### src/rtl/nps_sq_unit.sv
`timescale 1ns / 1ps
`default_nettype none
// ----------------------------------------------------------------------------
// nps_sq_unit
// Shared squared-difference unit: registers (a - b)^2 for signed coordinates.
// ----------------------------------------------------------------------------
module nps_sq_unit #(
   parameter int COORD_BITS = 16
) (
   input  wire                       clock,
   input  wire                       en,
   input  wire [COORD_BITS-1:0]      coord_a,
   input  wire [COORD_BITS-1:0]      coord_b,
   output logic [2*COORD_BITS-1:0]   sq_ff
);

   logic signed [COORD_BITS:0] diff;
   logic signed [COORD_BITS:0] neg_diff;
   logic [COORD_BITS-1:0]      mag;
   logic [2*COORD_BITS-1:0]    sq_in;

   assign diff     = $signed({coord_a[COORD_BITS-1], coord_a})
                   - $signed({coord_b[COORD_BITS-1], coord_b});
   assign neg_diff = -diff;
   assign mag      = diff[COORD_BITS] ? neg_diff[COORD_BITS-1:0] : diff[COORD_BITS-1:0];
   assign sq_in    = (2*COORD_BITS)'(mag) * (2*COORD_BITS)'(mag);

   always_ff @(posedge clock) begin
      if (en) begin
         sq_ff <= sq_in;
      end
   end

endmodule : nps_sq_unit
`default_nettype wire

### config.mk
export PLATFORM = sky130hd
export DESIGN_NAME = nps_sq_unit
export DESIGN_NICKNAME = d
export VERILOG_FILES = /design/src/rtl/nps_sq_unit.sv
export SDC_FILE = /design/constraint.sdc
export NUM_CORES = 1
export LEC_CHECK = 0
export ABC_AREA = 1
export CAP_MARGIN = 30
export CORE_ASPECT_RATIO = 0.75
export CORE_MARGIN = 1
export CORE_UTILIZATION = 30
export DETAILED_ROUTE_END_ITERATION = 8
export DONT_BUFFER_PORTS = 1
export GPL_ROUTABILITY_DRIVEN = 0
export PLACE_DENSITY_LB_ADDON = 0.08
export SLEW_MARGIN = 20
export SYNTH_ARGS = -nofsm -noshare
export SYNTH_HDL_FRONTEND = slang
export SYNTH_SLANG_ARGS = --single-unit
### constraint.sdc
create_clock -name clock -period 26.1 [get_ports clock]
set_input_delay 5.22 -clock clock [delete_from_list [all_inputs] [get_ports clock]]
set_output_delay 5.22 -clock clock [all_outputs]
set_load 0.1 [all_outputs]
# Word-level counts from Yosys, hierarchy flattened
# Cells that the tools add are included.
[word_totals]
regBits = 32
input_bits = 34
out_inout_bits = 32
elab_cells = 5
[classes]
addsub = 2
n_mul = 1
mux = 1
[ops]
columns = ["op", "count"]
rows = [
  ["$mul 16x16->32", 1],
  ["$sub 16x16->17", 1],
  ["$mux 16", 1],
  ["$neg 16->16", 1],
]

# Depth between registers and ports, before layout
[depth]
depth_word = 4
mapped_depth = 42

# Worst setup path after synthesis
# No wires, ideal clock.
[synth_timing]
path_kind = "input port to flip-flop"
startpoint = "input port coord_a[0]"
endpoint = "register sq_ff[24], data pin"
setup_ns = 0.259
arrival_ns = 11.980
required_time_ns = 25.841
slack_ns = 13.861
path_stages = 38
cell_sequence = "inv_1 ha_1 fa_1 inv_2 nand3_1 nand2_2 nand2_2 nand2_2 nand3_2 nor2_1 nand2_2 nor2_4 nand3_2 nor2_2 o21ai_1 nand2_4 inv_2 buf_8 [2 not listed] fa_1 fa_1 inv_1 fa_1 fa_1 fa_1 inv_1 fa_1 inv_1 ha_1 nand2_1 nor2_1 a211oi_1 o21ai_0 a21oi_1 o21ai_0 a21oi_1 xnor2_1"
[synth_between]
elab_chain_cells = 4
[synth_rtl]
columns = ["element", "line_no", "source"]
rows = [
  ["start, declared", "12", "input wire [COORD_BITS-1:0] coord_a,"],
  ["$sub 16x16->17 *", "23", "- $signed({coord_b[COORD_BITS-1], coord_b});"],
  ["$neg 16->16", "24", "assign neg_diff = -diff;"],
  ["$mux 16 *", "25", "assign mag = diff[COORD_BITS] ? neg_diff[COORD_BITS-1:0] : diff[COORD_BITS-1:0];"],
  ["$mul 16x16->32 *", "26", "assign sq_in = (2*COORD_BITS)'(mag) * (2*COORD_BITS)'(mag);"],
  ["via sq_in[24]", "20", "logic [2*COORD_BITS-1:0] sq_in;"],
  ["end signal, assigned", "30", "sq_ff <= sq_in;"],
  ["end, declared", "14", "output logic [2*COORD_BITS-1:0] sq_ff"],
]
# Mark *: on every way through the listed nets, which the timed path passes. The rest lies on a longest branch.
# A chain may end at the register's enable or synchronous reset.

# Worst setup path after layout
# Same ends and word-level chain as after synthesis.

==> flow_summary.yaml <==
clock_network:
  ctsHtreeMaxLevel: 2
  clock_edge_transition_at_the_registers_on_the_reported_setup_and_hold_paths_ns: 0.06
  clock-root-buffer: "clkbuf_16"
  cts_tree: "built"
  postCtsSetupRepairBufs: 0
  cts_max_path_buffers: 2
  cts_hold_buffers: 0
  number_of_buffers_created_by_cts: 5
  numClockSinks: 31
  cts-resized-gates: 0
routing:
  drtAntennaViolNets: 0
  num_vias: 7449
  remaining_drc_errors: 0
  route.final.wire_length_mm: 25.5
  drt_first_iter_violations: 374
  wire_per_inst_microns: 15.2
  vias_per_cell: 4.45
  drtPass1Iterations: 4
synth:
  yosys.area.top_type: "fa_1"
  post_synth.cell_area_avg_sq_um: 8.00
  post-synth-top-count-cell: "inv_1"
  synth_async_sr_flop_share: 0
  postSynthCellCount: 1239
  post-synth-top-area-fraction: 0.337
  synth.top_cells.by_area: "fa_1 (34%), ha_1 (14%), inv_1 (12%)"
  synth_top_flop_cell: "edfxtp_1"
  mappedNetlistArea_sq_um: 9910
  ys_seq_elements: 31
  synth.yosys.seq_area_share: 0.0939
  commonest_cells_post_synth: "inv_1 (327), nand2_1 (208), fa_1 (167)"
  number_of_flops_mapped_to_enable_cells_by_yosys: 31
  count_of_cell_types_in_the_netlist: 44
  synth_nets: 1550
  synth_warn: 0
setup_path:
  crit_required_ns: 26.12
  cp_max_fo: 15
  startpoint_type_of_the_worst_setup_path: "input pin"
  cp.arrival_ns: 13.64
  timing.critical_path.mode_cell: "fa_1"
  highest_cell_delay_on_the_worst_timing_path_ns: 0.60
  setup.worst_path.class: "input pin to flip-flop"
  crit_slowest_cell: "xor2_2"
  setup.worst_path.end_class: "flip-flop"
global_routing:
  wire_length_of_the_first_global_routing_pass_mm: 42.8
  first_global_vias: 7988
  largest_net_degree_at_the_start_of_global_routing: 32
  global_route.usage.total: 0.164
  number_of_antenna_violations_at_the_first_check_in_global_routing: 0
  grt_remaining_overflow: 0
sta:
  rsz0062_at_grt: "no"
  worst_pin_slew_ns: 0.999
  finalHoldViolCount: 0
  final.period_utilization: 0.522
  final_setup_vio_count: 0
  accumulated_negative_setup_slack_ns: 0
  timing_max_transition_violations_final: 0
  layout_setup_ws_ns: 12.48
  period_minus_slack_ns: 13.62
  max_clock_freq_mhz: 73.4
  relSlewSlack: 0.336
floorplanning:
  core_area_sq_um: 32400
  die_y_microns: 159
  io-pin-count: 66
  start_util: 0.305
  fp-row-count: 57
  die_w_microns: 212
  fp.dieArea_sq_um: 33800
cells_and_area:
  layout.nets: 1543
  area_growth_from_synthesis_to_layout_pct: 6.07
  registers.top_by_ff_count: "sq_ff"
  antenna-diode-count: 0
  largest_register_ffs: 31
  fin_area_sq_um: 10500
  non_filler_instances: 1675
  layout-drive-gt1-share: 0.0641
  reg_top3: "sq_ff: 31 flops"
placement:
  placement.io_buffers: 0
  pre_cts_slack_ns: 12.26
  post_dp_cell_area_sq_um: 10400
  post-place-cells: 1667
  detailed_place_hpwl_mm: 22.5
job:
  drv.max_cap_violation_count: 0
worst_hold_path:
  holdCritPathClass: "input pin to flip-flop"
outcome:
  status: "complete, no violations"
==> cells in the final DEF (no fill, tap or decap), types with 3 or more instances in the layout <==
cell type,count
nand3_1,48
nor3_1,4
xor2_2,4
nand3_2,3
ha_1,110
nand2_1,208
buf_4,3
xor2_1,19
inv_2,24
edfxtp_1,31
fa_1,167
nand2_2,17
a21o_1,4
nand4_1,13
a31oi_1,10
nor2_1,116
a21oi_1,36
nor2_2,6
clkbuf_16,5
inv_1,327
xnor2_1,15
nor2_4,9
o21ai_0,22
==> critical path, delay by kind of cell <==
kind / cells / cell delay (ns)
adders and majority gates: 9 / 4.16
AOI/OAI and AO/OA: 5 / 1.46
buffers and inverters: 7 / 0.83
and+or+nand+nor: 11 / 1.26
xor gates and xnor gates: 2 / 0.69
==> final timing paths <==
| path | cells after the start | startpoint | to |
|---|---|---|---|
| setup / recovery | 34 | coord_a[0] | sq_ff[24]$_DFFE_PP_ |
| hold / removal | 0 | en | sq_ff[10]$_DFFE_PP_ |
==> metrics by stage <==
stage	utilization	hold WS, ns
2_1_floorplan	-	5.33
3_3_place_gp	0.320	5.34
3_5_place_dp	0.320	5.34
4_1_cts	0.324	5.04
5_1_grt	0.324	5.04
6_report	0.324	5.05
==> cells by family after synthesis <==
group,after synthesis,synth area share
AO/OA/AOI/OAI,88,0.0510
flip-flops,31,0.0939
AND/OR/NAND/NOR,431,0.191
adder cells (fa/ha/maj),277,0.476
buffers and inverters,370,0.145
XOR/XNOR,40,0.0422
multiplexers,1,0.00101
other,1,0.000378
==> final cells by class <==
cell class / instances / area, sq um
Multi-Input combinational cell: 838 / 7550
Inverter: 353 / 1330
Clock buffer: 7 / 133
Sequential cell: 31 / 931
Clock inverter: 1 / 5.00
Tap cell: 442 / 553
Fill cell: 3524 / 21900
Timing Repair Buffer: 3 / 22.5
==> layer usage <==
metal	vias up	GRT usage	wire, microns
met5	-	0	0
met4	0	0.00955	106
met3	7	0.0231	1040
met2	128	0.259	11200
met1	3631	0.245	13200
li1	3683	-	-
Power is not shown: default switching activity piles up to over one toggle a cycle in this logic, so the estimate is an artifact.
