File: src/rtl/nps_pkg.sv
`timescale 1ns / 1ps
`default_nettype none
// ----------------------------------------------------------------------------
// nps_pkg
// Shared constants and field widths for the nearest point search block.
// ----------------------------------------------------------------------------
package nps_pkg;

   localparam int MAX_POINTS_DEF  = 1024;
   localparam int COORD_BITS_DEF  = 16;
   localparam int COORD_MAX_BITS  = 24;

   localparam int INDEX_BITS      = 10;
   localparam int COORD_IN_BITS   = 16;
   localparam int DIST_OUT_BITS   = 34;
   localparam int COUNT_BITS      = 11;

   localparam int REQ_DATA_BITS   = 64;
   localparam int RSP_DATA_BITS   = 48;

   localparam int CSR_ADDR_BITS   = 3;
   localparam int CSR_DATA_BITS   = 32;

   localparam logic FUNC_WRITE    = 1'b0;
   localparam logic FUNC_QUERY    = 1'b1;

   // Register select: bit 2 of the byte address
   localparam logic REG_POINT_COUNT = 1'b0;

   localparam logic [COUNT_BITS-1:0] COUNT_RESET = 11'd1;

endpackage : nps_pkg
`default_nettype wire

File: src/rtl/nps_csr.sv
`timescale 1ns / 1ps
`default_nettype none
// ----------------------------------------------------------------------------
// nps_csr
// APB register file holding the point count searched by each query.
// ----------------------------------------------------------------------------
module nps_csr
   import nps_pkg::*;
(
   input  wire                       clock,
   input  wire                       reset,
   input  wire                       csr_psel,
   input  wire                       csr_penable,
   input  wire                       csr_pwrite,
   input  wire [CSR_ADDR_BITS-1:0]   csr_paddr,
   input  wire [CSR_DATA_BITS-1:0]   csr_pwdata,
   output logic [CSR_DATA_BITS-1:0]  csr_prdata,
   output logic                      csr_pready,
   output logic [COUNT_BITS-1:0]     point_count
);

   logic [COUNT_BITS-1:0] count_ff;
   logic [COUNT_BITS-1:0] count_in;
   logic                  sel_count;

   assign csr_pready  = 1'b1;
   assign sel_count   = (csr_paddr[2] == REG_POINT_COUNT);
   assign point_count = count_ff;

   always_comb begin
      count_in = count_ff;
      if (csr_psel && csr_penable && csr_pwrite && csr_pready && sel_count) begin
         count_in = csr_pwdata[COUNT_BITS-1:0];
      end
   end

   always_comb begin
      csr_prdata = '0;
      if (sel_count) begin
         csr_prdata = CSR_DATA_BITS'(count_ff);
      end
   end

   always_ff @(posedge clock) begin
      if (reset) begin
         count_ff <= COUNT_RESET;
      end else begin
         count_ff <= count_in;
      end
   end

endmodule : nps_csr
`default_nettype wire

File: config.mk
export PLATFORM = sky130hd
export DESIGN_NAME = nps_csr
export DESIGN_NICKNAME = d
export VERILOG_FILES = /design/src/rtl/nps_pkg.sv /design/src/rtl/nps_csr.sv
export SDC_FILE = /design/constraint.sdc
export NUM_CORES = 1
export LEC_CHECK = 0
export BUFFER_PORTS_ARGS = -buffer_cell sky130_fd_sc_hd__buf_2
export CAP_MARGIN = 20
export CORE_ASPECT_RATIO = 0.75
export CORE_MARGIN = 1.5
export CORE_UTILIZATION = 36
export CTS_CLUSTER_DIAMETER = 100
export DETAILED_ROUTE_END_ITERATION = 6
export PLACE_DENSITY = 0.84
export SYNTH_ARGS = -nofsm -noshare
export SYNTH_HDL_FRONTEND = slang
export SYNTH_SLANG_ARGS = --single-unit
File: constraint.sdc
create_clock -name clock -period 2.2 [get_ports clock]
set_clock_uncertainty 0.1 [all_clocks]
set_input_delay 0.33 -clock clock [delete_from_list [all_inputs] [get_ports clock]]
set_output_delay 0.33 -clock clock [all_outputs]
set_load 0.02 [all_outputs]
-- Word level (Yosys, flattened, before mapping)
Cells that the tools add are included.
- flip-flop bits (word level): 11
- input bits: 40
- output and inout port bits: 44
- word-level logic and storage cells: 6
- muxes and demuxes: 1
- bitwise logic cells: 1
- reductions and logical operators: 3
- operator list (cell ; count):
    two-way mux 11 bit ; 1
    logical AND 1 bit ; 3
    inverter 1 bit ; 1

-- Longest topological paths before layout
Gate-level depths: netlist of the first run.
- word-level depth: 3
- depth in mapped cells: 3
- mapped depth without buffers: 2

-- Least setup slack after synthesis of the first run
OpenSTA, ideal clock, no wires.
- path kind: register to output
- from: register count_ff[10], in the netlist point_count[10]
- to: output port csr_prdata[10]
- data arrival time: 806 ps
- data required time: 1770 ps
- slack: 964 ps
- cell stages (with the launch flop): 2
- buffers on the path: 0
- cells stage by stage: dfxtp_1 > nor2b_1
- word-level cells in the longest chain between the ends: 1
- RTL lines (what ; line ; text):
    start: declaration ; nps_csr.sv:22 ; logic [COUNT_BITS-1:0] count_ff;
    start signal: assignment ; nps_csr.sv:48 ; count_ff <= count_in;
    two-way mux 11 bit ; nps_csr.sv:39 ; if (sel_count) begin
    end: declaration ; nps_csr.sv:17 ; output logic [CSR_DATA_BITS-1:0] csr_prdata,
Every way passes these cells.

-- Worst setup path after layout of the first run
Same ends and word-level chain as after synthesis.

==> metrics, run 1 <==
status finished, final reports clean; post-cts sizing count 0; Crit path required time 1.77 ns; Hold-fix buffers, CTS 0; worst r2r src point_count[10]; mapped cell area 752.0 sq um; io pins 84; Crit Path Max Fanout 3; post-route cell area 875.8 sq um; setup_tns 0 ns; Max Slew Vio Count 0; post-CTS repair timing setup buffer count 0; Hold Crit Class in2reg; area leader, netlist dfxtp_1; min-delay src csr_pwdata[2]; Num CTS Buffers 3; initial DRC count 4; initial antenna violation count 0; GRT Residual Overflow 0; Die ar. 0.002375 sq mm; Largest register FFs 11; VDD IR-drop max 0.2436 mV; CTS tree done; Syn-to-layout area delta 16.47%; Synth top area share 0.2928; Power Total 0.0004364 W; CP Class reg2out; post-synthesis cell count 84; reg2reg end point_count[10]; crit end category primary output; Chip Width 55.78 microns; asr flop ratio synth 0; Fmax 0.7359 GHz; clock tree sinks 11; Reg2Reg Depth 2; register area 220.2 sq um; fraction of layout cells with a size suffix above 1 0.3500; leakage power 0.4536 nW; part of the Yosys area used for sequential elements 0.2928; main flop type after synthesis dfxtp_1; Final setup viols 0; first-pass GRT wire length 2152 microns; CTS clk-pin slew, worst paths 0.07 ns; Routed WL 1369 microns; core area 0.001979 sq mm; Pre-Repair DR Iteration Count 4; period utilization 0.6177; Max Cap Viol 0; #FFs+latches synth 11; DR WL/cell 9.507 microns; HPWL Detailed 1049 microns; port bufs 38; Synth cell types 12; Multi-input gate area 409.1 sq um; CTS root buf clkbuf_4; antenna-violating nets left 0; clock buffer depth 2; synth top area cells dfxtp_1 29%, buf_4 22%, nand2b_1 17%, mux2i_1 15%, nor2b_1 8.3%; Yosys warning count 0; Area after DPL 849.6 sq um; crit path DAT 0.93 ns; Core Rows 14; Total Nets Final 161; Final min period 1.359 ns; Final Non-Filler Cells 144; Hold EP point_count[2]; Hold Path Cell Cnt 3; Worst Setup SP point_count[10]; CP Launch Type flop; Placed Cells 140; top cells by count, synth 22 x buf_4, 20 x nand2b_1, 11 x dfxtp_1, 11 x mux2i_1, 10 x nor2b_1; Post-synth EDFFs 0; RSZ-0062 raised after global routing false; Clk Latency, worst-skew pair 0.27 ns; Via density 4.042; via count 582; Die Y 42.58 microns; Fill cells 212; pin count of the biggest net entering global routing 23; starting density of the core 0.3799; Avg Synthesized Cell Area 8.952 sq um; # DRC 0; GPL Wtd Cong 0.6423; power per cell area 498.2 mW/mm^2; vias in the first global route 489; gr usage total 0.1175; Reg2Reg Setup Slack 1.49 ns; top-count cell post-synth buf_4; Final Hold Fails 0; diodes inserted 0; H-tree depth 1
## worst max-delay path: stages, from the launching register on
cell     delay, ns
dfxtp_1       0.35
nor2b_1       0.14
buf_2         0.17
## metrics by stage
stage | hold slack [ns] | setup WS, ns | util
2_1_floorplan | 0.3847 | 0.9639 | -
3_3_place_gp | 0.3660 | 0.8051 | 0.4292
3_5_place_dp | 0.3806 | 0.7660 | 0.4292
4_1_cts | 0.2090 | 0.8288 | 0.4425
5_1_grt | 0.2075 | 0.7741 | 0.4425
6_report | 0.2126 | 0.8411 | 0.4425
## layout by cell type, fill, tap and decap left out
cell | Yosys | final
and2b_1 | 1 | 1
nor2b_1 | 10 | 10
nand2b_1 | 20 | 20
mux2i_1 | 11 | 11
clkbuf_1 | 2 | 1
nor2_1 | 2 | 2
buf_2 | 1 | 38
conb_1 | 2 | 22
clkbuf_4 | 0 | 3
and4b_4 | 1 | 1
dfxtp_1 | 11 | 11
## worst max-delay path by stage
stage / to / cells past startpoint
after floorplan: csr_prdata[10] / 1
after global placement: point_count[10] / 3
after detailed placement: point_count[4] / 3
after CTS: csr_prdata[2] / 2
after global routing: csr_prdata[10] / 2
final: csr_prdata[10] / 2
## final cells by class
cell class | count | share of cell area
repair buffers | 38 | 0.2171
flip-flops and latches | 11 | 0.2514
well taps | 24 | 0.03429
multi-input cells | 67 | 0.4671
clock buffers | 4 | 0.03000
## per-layer routing
metal	GRT usage	routed length [microns]
met1	0.1257	538
met4	0.04390	11
met5	0	0
met2	0.2143	707
met3	0.04012	112
## report_power, final
| part | internal, W | switching [W] | total (W) |
|---|---|---|---|
| Clock | 0.0000702 | 0.0000676 | 0.000138 |
| Sequential | 0.000203 | 0.00000287 | 0.000206 |
| Combinational | 0.0000292 | 0.0000631 | 0.0000923 |
## kinds of logic after synthesis
family | after synthesis | synth area share
buffers and inverters | 26 | 0.2629
DFF | 11 | 0.2928
muxes | 11 | 0.1464
other | 2 | 0.009987
and+or+nand+nor | 34 | 0.2879
(Power assumes the default switching activity.)
==> run 2: changes to the inputs <==
--- a/config.mk
+++ b/config.mk
@@ -9,10 +9,10 @@
 export CAP_MARGIN = 20
 export CORE_ASPECT_RATIO = 0.75
 export CORE_MARGIN = 1.5
-export CORE_UTILIZATION = 36
+export CORE_UTILIZATION = 33
 export CTS_CLUSTER_DIAMETER = 100
 export DETAILED_ROUTE_END_ITERATION = 6
-export PLACE_DENSITY = 0.84
+export PLACE_DENSITY = 0.78
 export SYNTH_ARGS = -nofsm -noshare
 export SYNTH_HDL_FRONTEND = slang
 export SYNTH_SLANG_ARGS = --single-unit
==> constraint.sdc (replaced) <==
create_clock -name clock -period 1.3 [get_ports clock]
set_clock_uncertainty 0.1 [all_clocks]
set_input_delay 0.195 -clock clock [delete_from_list [all_inputs] [get_ports clock]]
set_output_delay 0.195 -clock clock [all_outputs]
set_load 0.02 [all_outputs]
==> metrics, run 2 (synthesized netlist as in run 1, its figures left out) <==
port bufs 38; VDD IR-drop max 0.4811 mV; Hold-fix buffers, CTS 0; Hold Path Cell Cnt 3; Num CTS Buffers 3; post-cts sizing count 0; starting density of the core 0.3607; antenna-violating nets left 0; via count 571; Die Y 44.34 microns; gr usage total 0.1133; CTS root buf clkbuf_4; Max Cap Viol 0; Clk Latency, worst-skew pair 0.26 ns; initial antenna violation count 0; worst hold slack 0.08440 ns; GRT Residual Overflow 0; HPWL Detailed 1087 microns; period utilization 0.9618; crit end category primary output; setup_tns 0 ns; Via density 3.938; power per cell area 838.3 mW/mm^2; GPL Wtd Cong 0.6073; io pins 84; Die ar. 0.002577 sq mm; commonest cells after routing, fill and taps aside 38 x buf_2, 22 x conb_1, 20 x nand2b_1; RSZ-0062 raised after global routing false; CTS tree done; diodes inserted 0; failing checks DRC; Reg2Reg Depth 2; clock tree sinks 11; Crit path required time 1.00 ns; Final min period 1.250 ns; H-tree depth 1; Crit Path Max Fanout 3; Max Slew Vio Count 0; CP Launch Type flop; Hold Crit Class in2reg; CP Class reg2out; Chip Width 58.12 microns; CTS clk-pin slew, worst paths 0.07 ns; first-pass GRT wire length 2187 microns; status complete, but fails checks; core area 0.002085 sq mm; Routed WL 1380 microns; DR WL/cell 9.517 microns; Pre-Repair DR Iteration Count 7; fraction of layout cells with a size suffix above 1 0.3554; Final Non-Filler Cells 145; Fmax 0.7998 GHz; most common cell after layout, fill and taps aside buf_2; post-CTS repair timing setup buffer count 0; Syn-to-layout area delta 17.47%; vias in the first global route 486; Core Rows 14; Largest register FFs 11; clock buffer depth 2; Fill cells 226; leakage power 0.4584 nW; Final Hold Fails 0; Final setup viols 0; initial DRC count 24; # DRC 5; crit path DAT 0.96 ns; Placed Cells 141; pin count of the biggest net entering global routing 23; Total Nets Final 162
## run 2: layout make-up
type                    instances  area, sq um  share of cell area
clock buffers                   4        26.28             0.02975
multi-input cells              67        409.1              0.4632
flip-flops and latches         11        220.2              0.2493
well taps                      24        30.03             0.03399
repair buffers                 39        197.7              0.2238
## run 2: report_power, final
part | switching, W | leakage [nW] | internal (W)
logic | 0.000107 | 0.354 | 0.0000514
registers | 0.00000505 | 0.0891 | 0.000344
clock network | 0.000115 | 0.0150 | 0.000119
total | 0.000226 | 0.458 | 0.000514
## run 2: worst paths after layout
check                   from               to  slack, ns
min reg2reg  point_count[10]  point_count[10]       0.38
max           point_count[1]    csr_prdata[1]       0.05
max reg2reg   point_count[1]   point_count[1]       0.58
min            csr_pwdata[1]   point_count[1]       0.08
## run 2: metal layers
layer | GRT usage | up-vias | routed length [microns]
li1 | - | 289 | -
met1 | 0.1304 | 246 | 580
met2 | 0.1977 | 36 | 665
met3 | 0.06433 | 0 | 134
met4 | 0 | 0 | 0
met5 | 0 | - | 0
## run 2: stage by stage
stage	worst slack (ns)	utilization	power (W)	cell area, sq um
finish	0.04970	0.4238	0.0007406	883.3
global route	0.001545	0.4238	0.0007931	883.3
CTS	0.03464	0.4238	0.0007612	883.3
detailed placement	0.08111	0.4112	0.0005163	857.1
global placement	0.1144	0.4112	0.0005130	857.1
floorplan	0.1989	-	0.0005258	827.0
## run 2: worst max-delay path, cell delays in order (launching register included)
cell and delay (ns):
dfxtp_1 0.37, nor2b_1 0.15, buf_2 0.17
